`src/hdl/wfpd_pkg.sv`:
```
// Shared types, register indexes, reset values and codes for the wall-following drive unit.
// No dependencies.
package wfpd_pkg;

  localparam int SENSOR_LIMIT_DEF = 2000;

  localparam int CFG_IDX_W  = 3;
  localparam int CFG_DATA_W = 32;

  localparam logic [CFG_IDX_W-1:0] CFG_STOP_DIST   = 3'd0;
  localparam logic [CFG_IDX_W-1:0] CFG_TARGET_DIST = 3'd1;
  localparam logic [CFG_IDX_W-1:0] CFG_BASE_SPEED  = 3'd2;
  localparam logic [CFG_IDX_W-1:0] CFG_TIMEOUT     = 3'd3;
  localparam logic [CFG_IDX_W-1:0] CFG_GAIN_P      = 3'd4;
  localparam logic [CFG_IDX_W-1:0] CFG_GAIN_D      = 3'd5;

  localparam logic [11:0]        STOP_DIST_RST   = 12'd100;
  localparam logic [11:0]        TARGET_DIST_RST = 12'd150;
  localparam logic signed [7:0]  BASE_SPEED_RST  = 8'sd80;
  localparam logic [31:0]        TIMEOUT_RST     = 32'd3000;
  localparam logic signed [15:0] GAIN_P_RST      = 16'sd128;
  localparam logic signed [15:0] GAIN_D_RST      = 16'sd26;

  localparam logic [1:0] CAUSE_NONE    = 2'd0;
  localparam logic [1:0] CAUSE_FRONT   = 2'd1;
  localparam logic [1:0] CAUSE_TIMEOUT = 2'd2;

  // x/10 for 0 <= x <= 768 as (x * 205) >> 11
  localparam logic [17:0] DIV10_MUL = 18'd205;
  localparam int          DIV10_SH  = 11;

  typedef logic signed [13:0] err_t;

  typedef struct packed {
    logic [11:0]        stop_dist_mm;
    logic [11:0]        target_dist_mm;
    logic signed [7:0]  base_speed;
    logic [31:0]        timeout_ms;
    logic signed [15:0] gain_p;
    logic signed [15:0] gain_d;
  } cfg_t;

  typedef struct packed {
    logic        start_req;
    logic [31:0] now_ms;
    logic [15:0] front_mm;
    logic        side_present;
    logic [15:0] side_mm;
  } item_t;

  typedef struct packed {
    logic               steer;
    logic [1:0]         cause;
    logic signed [29:0] prod_p;
    logic signed [30:0] prod_d;
  } prod_t;

endpackage

```
`src/hdl/wfpd_if.sv`:
```
// Valid/ready channel interfaces for tick items and drive results.
// No dependencies.
interface wfpd_in_if;
  logic        valid;
  logic        ready;
  logic        start_req;
  logic [31:0] now_ms;
  logic [15:0] front_mm;
  logic        side_present;
  logic [15:0] side_mm;

  modport source (output valid, start_req, now_ms, front_mm, side_present, side_mm,
                  input ready);
  modport sink   (input valid, start_req, now_ms, front_mm, side_present, side_mm,
                  output ready);
endinterface

interface wfpd_out_if;
  logic       valid;
  logic       ready;
  logic [6:0] left_speed;
  logic [6:0] right_speed;
  logic       finished;
  logic [1:0] stop_cause;

  modport source (output valid, left_speed, right_speed, finished, stop_cause,
                  input ready);
  modport sink   (input valid, left_speed, right_speed, finished, stop_cause,
                  output ready);
endinterface

```
`src/hdl/wall_follow_pd_drive_unit.sv`:
```
// Wall-following PD drive unit: three-stage pipeline, one result per tick transfer.
// An input transfer passes the input, product and result registers, in order, to the output.
// One item per cycle unless stalled; move state updates as items enter the product stage.
// Each stage advances when empty or when the one after it moves, so stalls collapse bubbles.
// Reset (rst_n low, synchronous): pipeline empty, move idle, registers at their defaults.
// Depends on wfpd_pkg, wfpd_if, wfpd_steer and wfpd_mix.
module wall_follow_pd_drive_unit #(
  parameter int SENSOR_LIMIT_MM = wfpd_pkg::SENSOR_LIMIT_DEF
) (
  input  logic                             clk,
  input  logic                             rst_n,
  input  logic                             cfg_we,
  input  logic [wfpd_pkg::CFG_IDX_W-1:0]   cfg_idx,
  input  logic [wfpd_pkg::CFG_DATA_W-1:0]  cfg_wdata,
  wfpd_in_if.sink                          in_ch,
  wfpd_out_if.source                       out_ch
);
  import wfpd_pkg::*;

  cfg_t        cfg_r;
  logic        a_v_r;
  item_t       a_item_r;
  logic        b_v_r;
  prod_t       b_prod_r;
  logic        out_v_r;
  logic [6:0]  left_r;
  logic [6:0]  right_r;
  logic        fin_r;
  logic [1:0]  cause_r;

  logic [31:0] start_time_r;
  err_t        prev_error_r;
  logic        running_r;
  logic [31:0] start_time_nxt;
  err_t        prev_error_nxt;
  logic        running_nxt;

  logic        out_en;
  logic        b_en;
  logic        a_en;
  prod_t       prod;
  item_t       in_item;
  logic [6:0]  left_nxt;
  logic [6:0]  right_nxt;
  logic        fin_nxt;
  logic [1:0]  cause_nxt;

  assign out_en = !out_v_r || out_ch.ready;
  assign b_en   = !b_v_r || out_en;
  assign a_en   = !a_v_r || b_en;

  assign in_ch.ready          = a_en;
  assign in_item.start_req    = in_ch.start_req;
  assign in_item.now_ms       = in_ch.now_ms;
  assign in_item.front_mm     = in_ch.front_mm;
  assign in_item.side_present = in_ch.side_present;
  assign in_item.side_mm      = in_ch.side_mm;

  assign out_ch.valid       = out_v_r;
  assign out_ch.left_speed  = left_r;
  assign out_ch.right_speed = right_r;
  assign out_ch.finished    = fin_r;
  assign out_ch.stop_cause  = cause_r;

  always_ff @(posedge clk) begin
    if (!rst_n) begin
      cfg_r.stop_dist_mm   <= STOP_DIST_RST;
      cfg_r.target_dist_mm <= TARGET_DIST_RST;
      cfg_r.base_speed     <= BASE_SPEED_RST;
      cfg_r.timeout_ms     <= TIMEOUT_RST;
      cfg_r.gain_p         <= GAIN_P_RST;
      cfg_r.gain_d         <= GAIN_D_RST;
    end else if (cfg_we) begin
      unique case (cfg_idx)
        CFG_STOP_DIST:   cfg_r.stop_dist_mm   <= cfg_wdata[11:0];
        CFG_TARGET_DIST: cfg_r.target_dist_mm <= cfg_wdata[11:0];
        CFG_BASE_SPEED:  cfg_r.base_speed     <= cfg_wdata[7:0];
        CFG_TIMEOUT:     cfg_r.timeout_ms     <= cfg_wdata[31:0];
        CFG_GAIN_P:      cfg_r.gain_p         <= cfg_wdata[15:0];
        CFG_GAIN_D:      cfg_r.gain_d         <= cfg_wdata[15:0];
        default: begin
        end
      endcase
    end
  end

  wfpd_steer #(
    .SENSOR_LIMIT_MM (SENSOR_LIMIT_MM)
  ) u_steer (
    .item           (a_item_r),
    .cfg            (cfg_r),
    .start_time_r   (start_time_r),
    .prev_error_r   (prev_error_r),
    .running_r      (running_r),
    .prod           (prod),
    .start_time_nxt (start_time_nxt),
    .prev_error_nxt (prev_error_nxt),
    .running_nxt    (running_nxt)
  );

  wfpd_mix u_mix (
    .prod        (b_prod_r),
    .base_speed  (cfg_r.base_speed),
    .left_speed  (left_nxt),
    .right_speed (right_nxt),
    .finished    (fin_nxt),
    .stop_cause  (cause_nxt)
  );

  // control
  always_ff @(posedge clk) begin
    if (!rst_n) begin
      a_v_r        <= 1'b0;
      b_v_r        <= 1'b0;
      out_v_r      <= 1'b0;
      start_time_r <= '0;
      prev_error_r <= '0;
      running_r    <= 1'b0;
    end else begin
      if (a_en) begin
        a_v_r <= in_ch.valid;
      end
      if (b_en) begin
        b_v_r <= a_v_r;
      end
      if (out_en) begin
        out_v_r <= b_v_r;
      end
      if (b_en && a_v_r) begin
        start_time_r <= start_time_nxt;
        prev_error_r <= prev_error_nxt;
        running_r    <= running_nxt;
      end
    end
  end

  // payload
  always_ff @(posedge clk) begin
    if (a_en && in_ch.valid) begin
      a_item_r <= in_item;
    end
    if (b_en && a_v_r) begin
      b_prod_r <= prod;
    end
    if (out_en && b_v_r) begin
      left_r  <= left_nxt;
      right_r <= right_nxt;
      fin_r   <= fin_nxt;
      cause_r <= cause_nxt;
    end
  end

endmodule

```
`src/hdl/wfpd_steer.sv`:
```
// Stop decision, side error, derivative and the two gain products for one tick.
// Depends on wfpd_pkg.
module wfpd_steer #(
  parameter int SENSOR_LIMIT_MM = wfpd_pkg::SENSOR_LIMIT_DEF
) (
  input  wfpd_pkg::item_t item,
  input  wfpd_pkg::cfg_t  cfg,
  input  logic [31:0]     start_time_r,
  input  wfpd_pkg::err_t  prev_error_r,
  input  logic            running_r,
  output wfpd_pkg::prod_t prod,
  output logic [31:0]     start_time_nxt,
  output wfpd_pkg::err_t  prev_error_nxt,
  output logic            running_nxt
);
  import wfpd_pkg::*;

  localparam logic [15:0] LIMIT = 16'(SENSOR_LIMIT_MM);

  logic               eff_run;
  err_t               eff_prev;
  logic [31:0]        elapsed;
  logic               tmo;
  logic               front_hit;
  logic               side_ok;
  logic signed [16:0] diff;
  err_t               diff_sat;
  err_t               err;
  logic signed [14:0] deriv;
  logic               steer;

  always_comb begin
    start_time_nxt = item.start_req ? item.now_ms : start_time_r;
    eff_prev       = item.start_req ? err_t'(0) : prev_error_r;
    eff_run        = item.start_req | running_r;
    elapsed        = item.now_ms - start_time_nxt;
    tmo            = elapsed >= cfg.timeout_ms;
    front_hit      = (item.front_mm < LIMIT) && (item.front_mm <= {4'd0, cfg.stop_dist_mm});

    diff = $signed({5'd0, cfg.target_dist_mm}) - $signed({1'b0, item.side_mm});
    priority if (diff > 17'sd8191) begin
      diff_sat = 14'sd8191;
    end else if (diff < -17'sd8192) begin
      diff_sat = -14'sd8192;
    end else begin
      diff_sat = diff[13:0];
    end
    side_ok = item.side_present && (item.side_mm < LIMIT);
    err     = side_ok ? diff_sat : err_t'(0);
    deriv   = 15'(err) - 15'(eff_prev);

    steer = eff_run && !tmo && !front_hit;

    prod.steer = steer;
    priority if (!eff_run) begin
      prod.cause = CAUSE_NONE;
    end else if (tmo) begin
      prod.cause = CAUSE_TIMEOUT;
    end else if (front_hit) begin
      prod.cause = CAUSE_FRONT;
    end else begin
      prod.cause = CAUSE_NONE;
    end
    prod.prod_p = 30'(cfg.gain_p) * 30'(err);
    prod.prod_d = 31'(cfg.gain_d) * 31'(deriv);

    prev_error_nxt = steer ? err : eff_prev;
    running_nxt    = steer;
  end

endmodule

```
`src/hdl/wfpd_mix.sv`:
```
// PD sum, truncating scale, correction limit and left/right speed clamps.
// Depends on wfpd_pkg.
module wfpd_mix (
  input  wfpd_pkg::prod_t   prod,
  input  logic signed [7:0] base_speed,
  output logic [6:0]        left_speed,
  output logic [6:0]        right_speed,
  output logic              finished,
  output logic [1:0]        stop_cause
);
  import wfpd_pkg::*;

  logic signed [31:0] acc;
  logic signed [31:0] rnd;
  logic signed [23:0] corr;
  logic [7:0]         mag;
  logic [9:0]         mag6;
  logic [17:0]        scaled;
  logic [6:0]         q;
  logic [6:0]         lim;
  logic signed [23:0] lim_s;
  logic signed [7:0]  corr_c;
  logic signed [9:0]  ls;
  logic signed [9:0]  rs;
  logic [6:0]         ls_c;
  logic [6:0]         rs_c;

  function automatic logic [6:0] clamp_speed(input logic signed [9:0] v);
    logic [6:0] r;
    priority if (v < 10'sd0) begin
      r = 7'd0;
    end else if (v > 10'sd127) begin
      r = 7'd127;
    end else begin
      r = v[6:0];
    end
    return r;
  endfunction

  always_comb begin
    acc  = 32'(prod.prod_p) + 32'(prod.prod_d);
    rnd  = acc + (acc[31] ? 32'sd255 : 32'sd0);
    corr = rnd[31:8];

    mag    = base_speed[7] ? 8'(-base_speed) : base_speed;
    mag6   = {mag, 2'b00} + {1'b0, mag, 1'b0};
    scaled = 18'(mag6) * DIV10_MUL;
    q      = scaled[DIV10_SH +: 7];
    lim    = (base_speed[7] || (base_speed == 8'sd0) || (q == 7'd0)) ? 7'd1 : q;
    lim_s  = $signed({17'd0, lim});

    priority if (corr > lim_s) begin
      corr_c = 8'(lim_s);
    end else if (corr < -lim_s) begin
      corr_c = 8'(-lim_s);
    end else begin
      corr_c = corr[7:0];
    end

    ls   = 10'(base_speed) - 10'(corr_c);
    rs   = 10'(base_speed) + 10'(corr_c);
    ls_c = clamp_speed(ls);
    rs_c = clamp_speed(rs);

    left_speed  = prod.steer ? ls_c : 7'd0;
    right_speed = prod.steer ? rs_c : 7'd0;
    finished    = !prod.steer;
    stop_cause  = prod.cause;
  end

endmodule

```
`src/flat_wrapper.sv`:
```
// flat-port wrapper written by rule: the top's interface ports become plain ports
module wall_follow_pd_drive_unit_flat import wfpd_pkg::*;
#(
  parameter int SENSOR_LIMIT_MM = wfpd_pkg::SENSOR_LIMIT_DEF
)
  (clk, rst_n, cfg_we, cfg_idx, cfg_wdata, in_ch_valid, in_ch_start_req, in_ch_now_ms, in_ch_front_mm, in_ch_side_present, in_ch_side_mm, in_ch_ready, out_ch_valid, out_ch_left_speed, out_ch_right_speed, out_ch_finished, out_ch_stop_cause, out_ch_ready);
  wfpd_in_if in_ch_i ();
  wfpd_out_if out_ch_i ();
  input  logic clk;
  input  logic rst_n;
  input  logic cfg_we;
  input  logic [wfpd_pkg::CFG_IDX_W-1:0] cfg_idx;
  input  logic [wfpd_pkg::CFG_DATA_W-1:0] cfg_wdata;
  input wire logic [$bits(in_ch_i.valid)-1:0] in_ch_valid;
  input wire logic [$bits(in_ch_i.start_req)-1:0] in_ch_start_req;
  input wire logic [$bits(in_ch_i.now_ms)-1:0] in_ch_now_ms;
  input wire logic [$bits(in_ch_i.front_mm)-1:0] in_ch_front_mm;
  input wire logic [$bits(in_ch_i.side_present)-1:0] in_ch_side_present;
  input wire logic [$bits(in_ch_i.side_mm)-1:0] in_ch_side_mm;
  output wire logic [$bits(in_ch_i.ready)-1:0] in_ch_ready;
  output wire logic [$bits(out_ch_i.valid)-1:0] out_ch_valid;
  output wire logic [$bits(out_ch_i.left_speed)-1:0] out_ch_left_speed;
  output wire logic [$bits(out_ch_i.right_speed)-1:0] out_ch_right_speed;
  output wire logic [$bits(out_ch_i.finished)-1:0] out_ch_finished;
  output wire logic [$bits(out_ch_i.stop_cause)-1:0] out_ch_stop_cause;
  input wire logic [$bits(out_ch_i.ready)-1:0] out_ch_ready;
  assign in_ch_i.valid = in_ch_valid;
  assign in_ch_i.start_req = in_ch_start_req;
  assign in_ch_i.now_ms = in_ch_now_ms;
  assign in_ch_i.front_mm = in_ch_front_mm;
  assign in_ch_i.side_present = in_ch_side_present;
  assign in_ch_i.side_mm = in_ch_side_mm;
  assign in_ch_ready = in_ch_i.ready;
  assign out_ch_valid = out_ch_i.valid;
  assign out_ch_left_speed = out_ch_i.left_speed;
  assign out_ch_right_speed = out_ch_i.right_speed;
  assign out_ch_finished = out_ch_i.finished;
  assign out_ch_stop_cause = out_ch_i.stop_cause;
  assign out_ch_i.ready = out_ch_ready;
  wall_follow_pd_drive_unit #(.SENSOR_LIMIT_MM(SENSOR_LIMIT_MM)) u_core (.clk(clk), .rst_n(rst_n), .cfg_we(cfg_we), .cfg_idx(cfg_idx), .cfg_wdata(cfg_wdata), .in_ch(in_ch_i), .out_ch(out_ch_i));
endmodule
```
`config.mk`:
```
export PLATFORM = sky130hd
export DESIGN_NAME = wall_follow_pd_drive_unit_flat
export DESIGN_NICKNAME = d
export VERILOG_FILES = /design/src/hdl/wfpd_pkg.sv /design/src/hdl/wfpd_if.sv /design/src/hdl/wall_follow_pd_drive_unit.sv /design/src/hdl/wfpd_steer.sv /design/src/hdl/wfpd_mix.sv /design/src/flat_wrapper.sv
export SDC_FILE = /design/constraint.sdc
export NUM_CORES = 2
export LEC_CHECK = 0
export ABC_AREA = 1
export BUFFER_PORTS_ARGS = -buffer_cell sky130_fd_sc_hd__buf_2
export CAP_MARGIN = 20
export CELL_PAD_IN_SITES_DETAIL_PLACEMENT = 2
export CELL_PAD_IN_SITES_GLOBAL_PLACEMENT = 2
export CORE_MARGIN = 8
export CORE_UTILIZATION = 39
export DETAILED_ROUTE_END_ITERATION = 8
export PLACE_DENSITY_LB_ADDON = 0.1
export SYNTH_ARGS = -nofsm -noshare
export SYNTH_HDL_FRONTEND = slang
export SYNTH_HIERARCHICAL = 1
export SYNTH_SLANG_ARGS = --single-unit
```
`constraint.sdc`:
```
create_clock -name clk -period 10.95 [get_ports clk]
set_clock_uncertainty 0.15 [all_clocks]
set_input_delay 2.19 -clock clk [delete_from_list [all_inputs] [get_ports clk]]
set_output_delay 2.19 -clock clk [all_outputs]
set_load 0.03 [all_outputs]
```
==> impl_metrics.env <==
export IMPL_min_path_cells=0
export IMPL_cts_sinks=293
export IMPL_hold_ws_ns=0.2722
export IMPL_drive_gt1_share_pct=8.966
export IMPL_min_delay_start="u_core/b_prod_r[62]$_DFFE_PP_"
export IMPL_coreArea_um2=103100
export IMPL_routed_wl_um=146400
export IMPL_place_hpwl_um=122000
export IMPL_rows=118
export IMPL_r2r_setup_slack_ns=0.54
export IMPL_antenna_found_initial=11
export IMPL_finalCritPeriodShare_pct=95.08
export IMPL_drc=0
export IMPL_final_hold_violation_count=0
export IMPL_io_buffers=124
export IMPL_yosys_register_bits=293
export IMPL_peakVddDrop_v=0.0003250
export IMPL_die_h_um=337.8
export IMPL_synth_edff_count=147
export IMPL_ys_seq_area_share_pct=18.17
export IMPL_start_util_pct=39.18
export IMPL_end_kind="flip-flop"
export IMPL_pin_count=125
export IMPL_path_max_fanout=13
export IMPL_nets=6335
export IMPL_dieArea_um2=114100
export IMPL_cts_tree="yes"
export IMPL_die_w_um=337.8
export IMPL_timing_rr_end="u_core/b_prod_r[27]$_DFFE_PP_"
export IMPL_fmaxAchievable_mhz=96.05
export IMPL_track_usage_pct=25.51
export IMPL_synthXorXnorAreaFrac_pct=3.251
export IMPL_crit_path_start_kind="flip-flop"
export IMPL_cpMostUsedCell="nand2_1"
export IMPL_final_common_cell="nand2_1"
export IMPL_power_frac_seq_pct=14.7
export IMPL_worstRegToRegCells=42
export IMPL_synth_cells=5256
export IMPL_worstHoldPathType="flip-flop to flip-flop"
export IMPL_htree_levels=2
export IMPL_cp_data_arrival_time_ns=10.61
export IMPL_routedWlPerCell_um=21.63
export IMPL_slew_headroom_pct=27.37
export IMPL_synth_flop_cell="edfxtp_1"
export IMPL_path_class="flip-flop to flip-flop"
export IMPL_power_mw=9.868
export IMPL_p_leak_nw=22.55
export IMPL_synthAdderAreaFrac_pct=35.78
export IMPL_multiInputGateArea_um2=28870
export IMPL_routed_via_count=35549
export IMPL_finalMaxSlewViolations=0
export IMPL_finalNonFillerCells=6768
export IMPL_synth_simple_area_share_pct=23.77
export IMPL_fillers=12199
export IMPL_dp_cells=6685
export IMPL_ctsLongestPathBuffers=3
export IMPL_synth_area_per_cell_um2=7.682
export IMPL_async_flop_share_pct=0
export IMPL_grt_pass1_vias=40283
export IMPL_ys_warn_count=6
export IMPL_overflow=0
export IMPL_setup_ws_ns=0.5384
export IMPL_p_int_mw=4.590
export IMPL_p_sw_share_pct=53.48
export IMPL_maxCapViolCount=0
export IMPL_cts_buffers=37
export IMPL_syn_area_um2=40380
export IMPL_cp_slowest_cell="fa_1"
export IMPL_pre_cts_ws_ns=-0.4879
export IMPL_slowest_delay_ns=0.57
export IMPL_synth_mux_area_share_pct=0.02479
export IMPL_place_gp_congestion=0.8875
export IMPL_powerDensity_nw_per_um2=223.0
export IMPL_r2r_start="u_core/a_item_r[0]$_DFFE_PP_"
export IMPL_synth_top_family_by_area="adder cells"
export IMPL_clk_latency_ns=0.58
export IMPL_clk_pin_slew_ns=0.06
export IMPL_drtIter0Drc=1553
export IMPL_synth_compound_area_share_pct=7.772
export IMPL_viasPerCell=5.253
export IMPL_combPwrFrac_pct=71.7
export IMPL_cp_required_ns=11.15
export IMPL_setup_viol=0
export IMPL_layout_common_cells="nand2_1 (1106), inv_1 (982), nor2_1 (536), fa_1 (471), ha_1 (388)"
export IMPL_p_sw_mw=5.277
export IMPL_hold_end="u_core/out_ch.stop_cause[1]$_DFFE_PP_"
export IMPL_pwr_share_clk_pct=13.6
export IMPL_tightest_slew_ns=1.089
export IMPL_root_buffer="clkbuf_16"
export IMPL_ys_types=59
export IMPL_areaGrowthSynthToFinish_pct=9.584
export IMPL_grt_pass1_wl_um=228600
export IMPL_grt_max_degree=97
export IMPL_min_period_ns=10.41
export IMPL_drtPass1Iterations=5
export IMPL_status="finished, final reports clean"
export IMPL_seq_area_um2=7343
export IMPL_ant_nets=0
## cells in the mapped netlist, drive strengths merged, types with 9 or more instances
cell / count / area [um^2]
dfxtp: 146 / 2923
o21a: 11 / 82.58
nor2: 568 / 2230
o21bai: 18 / 135.1
clkbuf: 70 / 262.8
xor2: 101 / 892.1
a21oi: 301 / 1514
o21ai: 190 / 954.7
fa: 473 / 9469
a21o: 17 / 127.6
nand2: 1152 / 4434
xnor2: 48 / 420.4
a21boi: 9 / 67.56
or2: 46 / 287.8
nand3: 251 / 1396
ha: 398 / 4980
nand3b: 81 / 608.1
buf: 68 / 432.9
inv: 1017 / 3817
edfxtp: 147 / 4414
nand4: 54 / 359.1
nor3: 37 / 195.2
## sequential cells by signal, summed over array words and instances, names as in the netlist
signal                     count
u_core/running_r               1
u_core/start_time_r           32
u_core/out_ch.valid            1
u_core/cfg_r                  96
u_core/prev_error_r           14
u_core/out_ch.left_speed       7
u_core/b_v_r                   1
u_core/a_item_r               66
u_core/a_v_r                   1
u_core/out_ch.right_speed      7
u_core/b_prod_r               64
u_core/out_ch.stop_cause       2
u_core/out_ch.finished         1
## what timing repair did
item	CTS	global route
resized for setup	21	61
endpoints found under the setup margin	14	25
buffers inserted	2	11
hold endpoints to repair	0	0
hold buffers	0	0
pin swaps	0	14
## how the worst max path moves through the flow
stage / start / end / slack [ns] / depth (start not counted)
global route: u_core/cfg_r[65]$_SDFFE_PN0P_ / u_core/out_ch.left_speed[2]$_DFFE_PP_ / -0.09 / 63
global placement: u_core/cfg_r[65]$_SDFFE_PN0P_ / u_core/out_ch.left_speed[2]$_DFFE_PP_ / -0.02 / 58
finish: u_core/a_item_r[0]$_DFFE_PP_ / u_core/b_prod_r[27]$_DFFE_PP_ / 0.54 / 42
floorplan: u_core/cfg_r[64]$_SDFFE_PN0P_ / u_core/out_ch.left_speed[2]$_DFFE_PP_ / 0.87 / 59
CTS: u_core/cfg_r[65]$_SDFFE_PN0P_ / u_core/out_ch.right_speed[3]$_DFFE_PP_ / 0.03 / 55
detailed placement: u_core/cfg_r[65]$_SDFFE_PN0P_ / u_core/out_ch.left_speed[1]$_DFFE_PP_ / -0.49 / 58
## routing by layer
layer | GRT usage [%] | up-vias | routed length, um
li1 | - | 16568 | -
met1 | 32.95 | 18189 | 64490
met2 | 45.71 | 573 | 73440
met3 | 2.366 | 215 | 4635
met4 | 6.426 | 4 | 3821
met5 | 0 | - | 27
## critical path, delay by kind of cell (launching register included)
family | cells | cell delay [ns]
xor+xnor | 1 | 0.28
fa+ha+maj | 10 | 4.62
buf+inv | 8 | 1.09
compound gates | 6 | 1.33
flops | 1 | 0.45
simple gates | 17 | 2.24
## stage by stage
step           instance area, um^2  util, %  setup TNS, ns
2_1_floorplan                40410        -              0
3_3_place_gp                 42490    41.24       -0.02573
3_5_place_dp                 42490    41.24         -4.921
4_1_cts                      43900    42.60              0
5_1_grt                      44240    42.93        -0.5749
6_report                     44250    42.94              0
## final cells by class
type / count / share of cell area (%)
well taps: 1380 / 3.902
diodes: 1 / 0.005655
clock buffers: 48 / 2.372
multi-input cells: 3812 / 65.24
inverters: 1021 / 8.681
repair buffers: 193 / 2.604
clock inverters: 20 / 0.5995
flip-flops and latches: 293 / 16.60
## power by group through the flow
stage          registers (mW)  logic, mW  clock network [mW]
2_1_floorplan            1.44       4.45                   0
3_3_place_gp             1.47       6.43                   0
3_5_place_dp             1.47       6.70                   0
4_1_cts                  1.45       6.82                1.38
5_1_grt                  1.46       7.93                1.42
6_report                 1.45       7.08                1.34
## kinds of logic (layout without fill, tap and decap cells)
group                      after synthesis  count (layout)
and+or+nand+nor                       2203            2203
buffers and inverters                 1159            1282
adders and majority gates              871             871
AOI/OAI and AO/OA                      579             579
DFF                                    293             293
xor gates and xnor gates               149             149
other                                    1              10
muxes                                    1               1
Note: power is estimated with default switching activity, not from simulation.
